`src/design/sc2asc_pkg.sv`:
```
// ----------------------------------------------------------------------------
// sc2asc_pkg
// Shared constants, field widths and character tables for the set-1 scancode
// to ASCII translator.
// ----------------------------------------------------------------------------
package sc2asc_pkg;

    // Field widths
    localparam int unsigned ScanW   = 8;
    localparam int unsigned CodeW   = 7;
    localparam int unsigned AsciiW  = 7;
    localparam int unsigned EventW  = CodeW + 1 + 1 + AsciiW + 4;
    localparam int unsigned OutW    = ((EventW + 7) / 8) * 8;

    // Special bytes and codes
    localparam logic [ScanW-1:0] PfxExt0   = 8'hE0;
    localparam logic [ScanW-1:0] PfxExt1   = 8'hE1;
    localparam logic [CodeW-1:0] ScLShift  = 7'h2A;
    localparam logic [CodeW-1:0] ScRShift  = 7'h36;
    localparam logic [CodeW-1:0] ScCaps    = 7'h3A;
    localparam logic [CodeW-1:0] ScCtrl    = 7'h1D;
    localparam logic [CodeW-1:0] ScAlt     = 7'h38;
    localparam logic [CodeW-1:0] CodeMask  = 7'h7F;
    localparam int unsigned      RelBit    = 7;

    // One translated key event
    typedef struct packed {
        logic              caps_on;
        logic              alt_held;
        logic              ctrl_held;
        logic              shift_held;
        logic [AsciiW-1:0] ascii;
        logic              extended;
        logic              pressed;
        logic [CodeW-1:0]  key_code;
    } t_key_event;

    // Unshifted character table, codes 0 to 57; others give 0
    function automatic logic [AsciiW-1:0] rom_plain(input logic [CodeW-1:0] code);
        logic [AsciiW-1:0] c;
        case (code)
            7'd1:  c = 7'h1B;  7'd2:  c = 7'h31;  7'd3:  c = 7'h32;  7'd4:  c = 7'h33;
            7'd5:  c = 7'h34;  7'd6:  c = 7'h35;  7'd7:  c = 7'h36;  7'd8:  c = 7'h37;
            7'd9:  c = 7'h38;  7'd10: c = 7'h39;  7'd11: c = 7'h30;  7'd12: c = 7'h2D;
            7'd13: c = 7'h3D;  7'd14: c = 7'h08;  7'd15: c = 7'h09;  7'd16: c = 7'h71;
            7'd17: c = 7'h77;  7'd18: c = 7'h65;  7'd19: c = 7'h72;  7'd20: c = 7'h74;
            7'd21: c = 7'h79;  7'd22: c = 7'h75;  7'd23: c = 7'h69;  7'd24: c = 7'h6F;
            7'd25: c = 7'h70;  7'd26: c = 7'h5B;  7'd27: c = 7'h5D;  7'd28: c = 7'h0A;
            7'd30: c = 7'h61;  7'd31: c = 7'h73;  7'd32: c = 7'h64;  7'd33: c = 7'h66;
            7'd34: c = 7'h67;  7'd35: c = 7'h68;  7'd36: c = 7'h6A;  7'd37: c = 7'h6B;
            7'd38: c = 7'h6C;  7'd39: c = 7'h3B;  7'd40: c = 7'h27;  7'd41: c = 7'h60;
            7'd43: c = 7'h5C;  7'd44: c = 7'h7A;  7'd45: c = 7'h78;  7'd46: c = 7'h63;
            7'd47: c = 7'h76;  7'd48: c = 7'h62;  7'd49: c = 7'h6E;  7'd50: c = 7'h6D;
            7'd51: c = 7'h2C;  7'd52: c = 7'h2E;  7'd53: c = 7'h2F;  7'd55: c = 7'h2A;
            7'd57: c = 7'h20;
            default: c = '0;
        endcase
        return c;
    endfunction

    // Shifted character table, codes 0 to 57; others give 0
    function automatic logic [AsciiW-1:0] rom_shift(input logic [CodeW-1:0] code);
        logic [AsciiW-1:0] c;
        case (code)
            7'd1:  c = 7'h1B;  7'd2:  c = 7'h21;  7'd3:  c = 7'h40;  7'd4:  c = 7'h23;
            7'd5:  c = 7'h24;  7'd6:  c = 7'h25;  7'd7:  c = 7'h5E;  7'd8:  c = 7'h26;
            7'd9:  c = 7'h2A;  7'd10: c = 7'h28;  7'd11: c = 7'h29;  7'd12: c = 7'h5F;
            7'd13: c = 7'h2B;  7'd14: c = 7'h08;  7'd15: c = 7'h09;  7'd16: c = 7'h51;
            7'd17: c = 7'h57;  7'd18: c = 7'h45;  7'd19: c = 7'h52;  7'd20: c = 7'h54;
            7'd21: c = 7'h59;  7'd22: c = 7'h55;  7'd23: c = 7'h49;  7'd24: c = 7'h4F;
            7'd25: c = 7'h50;  7'd26: c = 7'h7B;  7'd27: c = 7'h7D;  7'd28: c = 7'h0A;
            7'd30: c = 7'h41;  7'd31: c = 7'h53;  7'd32: c = 7'h44;  7'd33: c = 7'h46;
            7'd34: c = 7'h47;  7'd35: c = 7'h48;  7'd36: c = 7'h4A;  7'd37: c = 7'h4B;
            7'd38: c = 7'h4C;  7'd39: c = 7'h3A;  7'd40: c = 7'h22;  7'd41: c = 7'h7E;
            7'd43: c = 7'h7C;  7'd44: c = 7'h5A;  7'd45: c = 7'h58;  7'd46: c = 7'h43;
            7'd47: c = 7'h56;  7'd48: c = 7'h42;  7'd49: c = 7'h4E;  7'd50: c = 7'h4D;
            7'd51: c = 7'h3C;  7'd52: c = 7'h3E;  7'd53: c = 7'h3F;  7'd55: c = 7'h2A;
            7'd57: c = 7'h20;
            default: c = '0;
        endcase
        return c;
    endfunction

    // True for 'a'..'z'
    function automatic logic is_lower(input logic [AsciiW-1:0] c);
        return (c >= 7'h61) && (c <= 7'h7A);
    endfunction

    // True for 'A'..'Z'
    function automatic logic is_upper(input logic [AsciiW-1:0] c);
        return (c >= 7'h41) && (c <= 7'h5A);
    endfunction

endpackage

```
`src/design/scancode_to_ascii_translator.sv`:
```
// ----------------------------------------------------------------------------
// scancode_to_ascii_translator
// Turns set-1 scancode bytes into key events with modifier state and ASCII.
// ----------------------------------------------------------------------------
//  channel  | dir | tdata fields (lowest bit first)
//  s        | in  | scan_byte[7:0]
//  m        | out | key_code[6:0], pressed, extended, ascii[6:0], shift_held,
//           |     | ctrl_held, alt_held, caps_on, zero pad to 24 bits
//
//  One byte per cycle sustained while the output is not stalled; a byte is held
//  in the input register, then its event is written to the result register.
//  Prefix bytes E0/E1 retire from the input register without a result.
//  Synchronous active-low reset clears flags and both valid bits.
//  Output stall holds the result word; the input register keeps taking bytes
//  until both registers are full.
// ----------------------------------------------------------------------------
module scancode_to_ascii_translator (
    input  logic                          i_clk,
    input  logic                          i_rst_n,
    input  logic                          i_s_tvalid,
    output logic                          o_s_tready,
    input  logic [sc2asc_pkg::ScanW-1:0]  i_s_tdata,   // scan_byte[7:0]
    output logic                          o_m_tvalid,
    input  logic                          i_m_tready,
    // key_code[6:0], pressed, extended, ascii[6:0], shift_held, ctrl_held,
    // alt_held, caps_on, zero pad
    output logic [sc2asc_pkg::OutW-1:0]   o_m_tdata
);
    import sc2asc_pkg::*;

    logic             r_in_valid;
    logic [ScanW-1:0] r_in_byte;
    logic             r_out_valid;
    t_key_event       r_out_event;

    logic r_shift, r_ctrl, r_alt, r_caps, r_prefix;
    logic n_shift, n_ctrl, n_alt, n_caps;

    logic              in_take;
    logic              in_move;
    logic              out_free;
    logic              is_prefix;
    logic              pressed;
    logic [CodeW-1:0]  code;
    logic [AsciiW-1:0] rom_char;
    logic [AsciiW-1:0] case_char;
    logic [AsciiW-1:0] n_ascii;
    t_key_event        n_event;

    // Handshake between stages
    assign out_free   = !r_out_valid || i_m_tready;
    assign is_prefix  = (r_in_byte == PfxExt0) || (r_in_byte == PfxExt1);
    assign in_move    = r_in_valid && (is_prefix || out_free);
    assign o_s_tready = !r_in_valid || in_move;
    assign in_take    = i_s_tvalid && o_s_tready;

    // Decode the held word
    assign code    = r_in_byte[CodeW-1:0] & CodeMask;
    assign pressed = !r_in_byte[RelBit];

    // Look up, apply caps inversion, then ctrl letter mapping
    always_comb begin
        rom_char  = r_shift ? rom_shift(code) : rom_plain(code);
        case_char = rom_char;
        if (r_caps && (is_lower(rom_char) || is_upper(rom_char))) begin
            case_char = rom_char ^ 7'h20;
        end
        n_ascii = case_char;
        if (r_ctrl && (is_lower(case_char) || is_upper(case_char))) begin
            n_ascii = {2'b00, case_char[4:0]};
        end
    end

    // Update modifier flags and build the event
    always_comb begin
        n_shift = r_shift;
        n_ctrl  = r_ctrl;
        n_alt   = r_alt;
        n_caps  = r_caps;
        n_event = '0;
        n_event.key_code = code;
        n_event.pressed  = pressed;
        n_event.extended = r_prefix;
        if (!pressed) begin
            if (code == ScLShift || code == ScRShift) begin
                n_shift = 1'b0;
            end else if (code == ScCtrl) begin
                n_ctrl = 1'b0;
            end else if (code == ScAlt) begin
                n_alt = 1'b0;
            end
        end else if (code == ScLShift || code == ScRShift) begin
            n_shift = 1'b1;
        end else if (code == ScCaps) begin
            n_caps = !r_caps;
        end else if (code == ScCtrl) begin
            n_ctrl = 1'b1;
        end else if (code == ScAlt) begin
            n_alt = 1'b1;
        end else begin
            n_event.ascii = n_ascii;
        end
        n_event.shift_held = n_shift;
        n_event.ctrl_held  = n_ctrl;
        n_event.alt_held   = n_alt;
        n_event.caps_on    = n_caps;
    end

    // Input register, flags and result register
    always_ff @(posedge i_clk) begin
        if (!i_rst_n) begin
            r_in_valid  <= 1'b0;
            r_out_valid <= 1'b0;
            r_shift     <= 1'b0;
            r_ctrl      <= 1'b0;
            r_alt       <= 1'b0;
            r_caps      <= 1'b0;
            r_prefix    <= 1'b0;
        end else begin
            if (in_take) begin
                r_in_valid <= 1'b1;
            end else if (in_move) begin
                r_in_valid <= 1'b0;
            end
            if (in_move && !is_prefix) begin
                r_out_valid <= 1'b1;
            end else if (i_m_tready) begin
                r_out_valid <= 1'b0;
            end
            if (in_move) begin
                if (is_prefix) begin
                    r_prefix <= 1'b1;
                end else begin
                    r_prefix <= 1'b0;
                    r_shift  <= n_shift;
                    r_ctrl   <= n_ctrl;
                    r_alt    <= n_alt;
                    r_caps   <= n_caps;
                end
            end
        end
    end

    // Payload registers
    always_ff @(posedge i_clk) begin
        if (in_take) begin
            r_in_byte <= i_s_tdata;
        end
        if (in_move && !is_prefix) begin
            r_out_event <= n_event;
        end
    end

    assign o_m_tvalid = r_out_valid;
    assign o_m_tdata  = OutW'(r_out_event);

endmodule

```
`config.mk`:
```
export PLATFORM = sky130hd
export DESIGN_NAME = scancode_to_ascii_translator
export DESIGN_NICKNAME = d
export VERILOG_FILES = /design/src/design/sc2asc_pkg.sv /design/src/design/scancode_to_ascii_translator.sv
export SDC_FILE = /design/constraint.sdc
export NUM_CORES = 1
export LEC_CHECK = 0
export BUFFER_PORTS_ARGS = -buffer_cell sky130_fd_sc_hd__buf_2
export CORE_AREA = 8 8 91 73
export DETAILED_ROUTE_END_ITERATION = 16
export DIE_AREA = 0 0 99 81
export GPL_ROUTABILITY_DRIVEN = 0
export PLACE_DENSITY_LB_ADDON = 0.25
export SLEW_MARGIN = 0
export SYNTH_ARGS = -nofsm -noshare
export SYNTH_HDL_FRONTEND = slang
export SYNTH_SLANG_ARGS = --single-unit
```
`constraint.sdc`:
```
create_clock -name i_clk -period 6.48 [get_ports i_clk]
set_clock_uncertainty 0.05 [all_clocks]
set_input_delay 0.972 -clock i_clk [delete_from_list [all_inputs] [get_ports i_clk]]
set_output_delay 0.972 -clock i_clk [all_outputs]
set_load 0.01 [all_outputs]
```
== Yosys cells after proc, flatten, opt, wreduce, memory -nomap -nowiden ==
Memories as Yosys holds them, arrays and structs flattened. A register that Yosys moved wholly into a read port is not among the register bits.
Cells that the tools add are included.
W data, S select, Z words.

* Bits in registers: 35
* Input port bits: 12
* Bits in read-only memories: 896
* Memories: 2
* Output and inout bits: 26

* Reductions and logical operators: 26
* Order comparisons: 8
* Bitwise logic cells: 2
* Muxes and demuxes: 31
* Equality and inequality tests: 7

{| class="wikitable"
|+ Memories
! name !! depth !! width !! read ports !! clocked after memory_dff !! wr ports !! RTL line !! source
|-
| (no name shown) || 64 || 7 || 1 || 1 || 0 || sc2asc_pkg.sv:64 || <nowiki>case (code)</nowiki>
|-
| (no name shown) || 64 || 7 || 1 || 1 || 0 || sc2asc_pkg.sv:41 || <nowiki>case (code)</nowiki>
|}

{| class="wikitable"
|+ Operators with widths
! operator !! count
|-
| $eq A7 B6 Y1 const B || 4
|-
| $ge A7 B7 Y1 const B || 4
|-
| $le A7 B7 Y1 const B || 4
|-
| $mux W1 || 25
|-
| $mux W7 || 3
|-
| $mux W6 || 3
|-
| $eq A8 B8 Y1 const B || 2
|-
| $logic_and A1 B1 Y1 || 9
|-
| $eq A7 B5 Y1 const B || 1
|-
| $logic_or A1 B1 Y1 || 7
|-
| $reduce_or A6 Y1 || 1
|-
| $logic_not A1 Y1 || 5
|-
| $reduce_or A5 Y1 || 1
|-
| $reduce_bool A2 Y1 || 2
|-
| $not A1 Y1 || 2
|-
| $reduce_and A2 Y1 || 1
|}

== Logic depth before layout (Yosys ltp) ==
* Word-level depth: 12
* Mapped depth: 15
* Gate-level depth less buffers: 11

== Worst setup path before layout ==
No wires, ideal clock.

* Path type: input port to flip-flop
* Start point: input i_m_tready
* End point: register (tool-made name)
* Setup time: 119 ps
* Data arrival time: 3256 ps
* Data required time: 6311 ps
* Stages on the path: 13
* Path buffers: 3
* Path slack: 3055 ps
* Cell sequence: and3b_1 > o22a_1 > buf_6 > clkinv_4 > buf_8 > mux2_4 > ha_1 > buf_1 > inv_1 > a311oi_1 > o21ai_1 > o22ai_1 > a21oi_1

{| class="wikitable"
|+ RTL lines
! what !! RTL line !! source
|-
| from (decl) || scancode_to_ascii_translator.sv:24 || <nowiki>input logic i_m_tready,</nowiki>
|}

==> flow_summary.json <==
{
  "status": "finished, final reports clean",
  "drive_gt1_share_pct": 16.0,
  "fp.dieArea_um2": 8020,
  "slew_headroom_pct": 22.1,
  "end_kind": "register",
  "period_share_pct": 56.9,
  "drt-pass1-iter-count": 7,
  "maxCapViolations": 0,
  "io_pins": 38,
  "clk_pin_slew_worst_paths_ns": 0.10,
  "slowest_delay_ns": 0.65,
  "post-route-util_pct": 65.0,
  "grt_max_degree": 27,
  "start_util_pct": 61.6,
  "fill_cells": 441,
  "dp_cells": 417,
  "met1_length_um": 3270,
  "post_cts_resized": 0,
  "place_hpwl_um": 5290,
  "reg2reg_slack_ns": 2.79,
  "finalHoldViolations": 0,
  "track_usage_pct": 19.1,
  "p_leak_nw": 1.29,
  "rows": 23,
  "seq_area_frac_synth_pct": 39.8,
  "route.met2.wl_um": 3220,
  "topRoutingLayerUsed": "met4",
  "regArea_um2": 1260,
  "wire_per_inst_um": 17.7,
  "worstReg2RegStart": "r_in_byte[3]$_DFFE_PP_",
  "period_minus_slack_ns": 3.69,
  "die_h_um": 81,
  "grt_pass1_vias": 2435,
  "hold_depth": 0,
  "drt-initial-drc-count": 420,
  "synth.most_common_cell": "nand2_1",
  "synth_top_area_share_pct": 26.5,
  "syn_inst": 347,
  "switching_power_w": 0.000246,
  "portBuffers": 33,
  "syn_avg_cell_area_um2": 9.14,
  "p_int_w": 0.000505,
  "critPathKind": "reg -> reg",
  "synth_flop_cell": "edfxtp_1",
  "synth_edf_count": 28,
  "holdCritPathClass": "reg -> reg",
  "max_freq_mhz": 271,
  "synth.cell_area_um2": 3170,
  "power_density_nw_per_um2": 224,
  "cts_buffers": 5,
  "cts_buffer_depth": 2,
  "antenna_found_initial": 0,
  "wl_met3_um": 903,
  "layout.cells.non_filler": 425,
  "htreeDepth": 2,
  "syn_to_final_growth_pct": 5.56,
  "reg2reg_depth": 10,
  "netlist.top_cell.by_area": "edfxtp_1",
  "crit_slowest_cell": "or4b_4",
  "hold_end": "o_m_tdata[8]$_DFFE_PP_",
  "num_vias": 2743,
  "setup_tns_ns": 0,
  "cts_tree": "done",
  "grt_overflow_total": 0,
  "core_area_um2": 5150,
  "wirelength_um": 7520,
  "path_max_fanout": 19,
  "p_sw_share_pct": 32.8,
  "cts-root-buf": "clkbuf_8",
  "rsz0062_at_grt": "no",
  "drc": 0,
  "combPwrFrac_pct": 25.2,
  "hold_start": "r_prefix$_SDFFE_PN0P_",
  "pwr-share-seq_pct": 49.4,
  "dieWidth_um": 99,
  "worstPathArrival_ns": 3.83,
  "hold_buffers": 0,
  "clkPwrFrac_pct": 25.4,
  "multi_input_area_um2": 1690,
  "cts_sinks": 49,
  "ys_top_cells_by_count": "nand2_1 (36), nor2_1 (30), edfxtp_1 (28), a21oi_1 (24), dfxtp_1 (21)",
  "report.final.slew_viol_count": 0,
  "synth_cell_type_count": 69,
  "vdd_drop_max_v": 0.000133,
  "cp-start-kind": "register",
  "yosysWarnings": 0,
  "crit_path_cell_trace": "or4b_4 > o22a_1 > clkinv_4 > mux2_4 > ha_1 > xor2_1 > nand3_1 > o221ai_1 > a211oi_1 > nor3_1",
  "tightest_slew_ns": 1.14,
  "avgViaCountPerCell": 6.45,
  "nNetsFinal": 386,
  "yosys_register_bits": 49,
  "clock_latency_ns": 0.31,
  "setup_viol": 0,
  "antenna_cells": 0,
  "antenna_left": 0,
  "async_flop_share_pct": 0,
  "synth.top_cells.by_area": "edfxtp_1 (27%), dfxtp_1 (13%), mux2i_1 (5.0%)",
  "required_ns": 6.62,
  "post_cts_buffers": 0,
  "grt_pass1_wl_um": 12300
}
[worst max-delay path by stage]
| stage | depth (start not counted) | endpoint | slack [ns] | start |
|---|---|---|---|---|
| after CTS | 10 | register | 2.83 | r_in_byte[3]$_DFFE_PP_ |
| after floorplan | 13 | register | 3.06 | i_m_tready |
| final | 10 | register | 2.79 | r_in_byte[3]$_DFFE_PP_ |
| after global placement | 11 | register | 2.66 | i_m_tready |
| after detailed placement | 11 | register | 2.58 | i_m_tready |
| after global routing | 11 | register | 2.59 | r_in_byte[3]$_DFFE_PP_ |
[power by group through the flow]
stage	Combinational [W]	Clock, W	Sequential [W]
global route	0.000206	0.000207	0.000375
finish	0.000189	0.000191	0.000371
floorplan	0.000144	0	0.000374
detailed placement	0.000182	0	0.000379
global placement	0.000179	0	0.000378
CTS	0.000183	0.000192	0.000371
[cells by family after synthesis]
family          count (synthesis)  share of synthesized area (%)
simple gates                  121                           18.5
mux                            21                           7.26
fa+ha+maj                      12                           4.73
xor+xnor                        6                           1.66
compound gates                 95                           20.6
other cells                     1                          0.118
buf+inv                        42                           7.30
flops                          49                           39.8
[worst max-delay path: cells and delay by family (launching register included)]
family | cells | cell delay (ns)
buffers and inverters | 1 | 0.22
muxes | 1 | 0.40
adders and majority gates | 1 | 0.44
DFF | 1 | 0.60
xor gates and xnor gates | 1 | 0.18
AOI/OAI and AO/OA | 3 | 0.82
and+or+nand+nor | 3 | 0.85
[routing by layer]
metal  vias to the layer above  track usage (%)
met5                         -                0
met4                         0             5.19
met3                        24             6.32
met2                       186             29.0
met1                      1238             25.6
li1                       1295                -
[cells in the final DEF, fill, tap and decap left out, types with 9 or more instances in the layout]
cell type and instances:
nand2_1 36, nor3_1 9, o21ai_0 12, dfxtp_1 21
o22ai_1 10, edfxtp_1 28, nor2_1 30, buf_2 33
ha_1 12, a21oi_1 24, nand3_1 16, mux2i_1 16
inv_1 9
[layout make-up]
cell class	count	share of cell area, %
clock buffers	5	2.06
clock inverters	3	0.710
inverters	13	1.61
multi-input cells	259	50.5
flip-flops and latches	49	37.7
well taps	62	2.32
repair buffers	34	5.16
[metrics by stage]
stage | area (um2) | power (W) | setup slack, ns | hold WS, ns
after floorplan | 3180 | 0.000519 | 3.06 | 0.359
after global placement | 3260 | 0.000557 | 2.66 | 0.372
after detailed placement | 3260 | 0.000561 | 2.58 | 0.381
after CTS | 3350 | 0.000746 | 2.83 | 0.401
after global routing | 3350 | 0.000788 | 2.59 | 0.419
final | 3350 | 0.000751 | 2.79 | 0.400
Note: power is estimated with default switching activity, not from simulation.
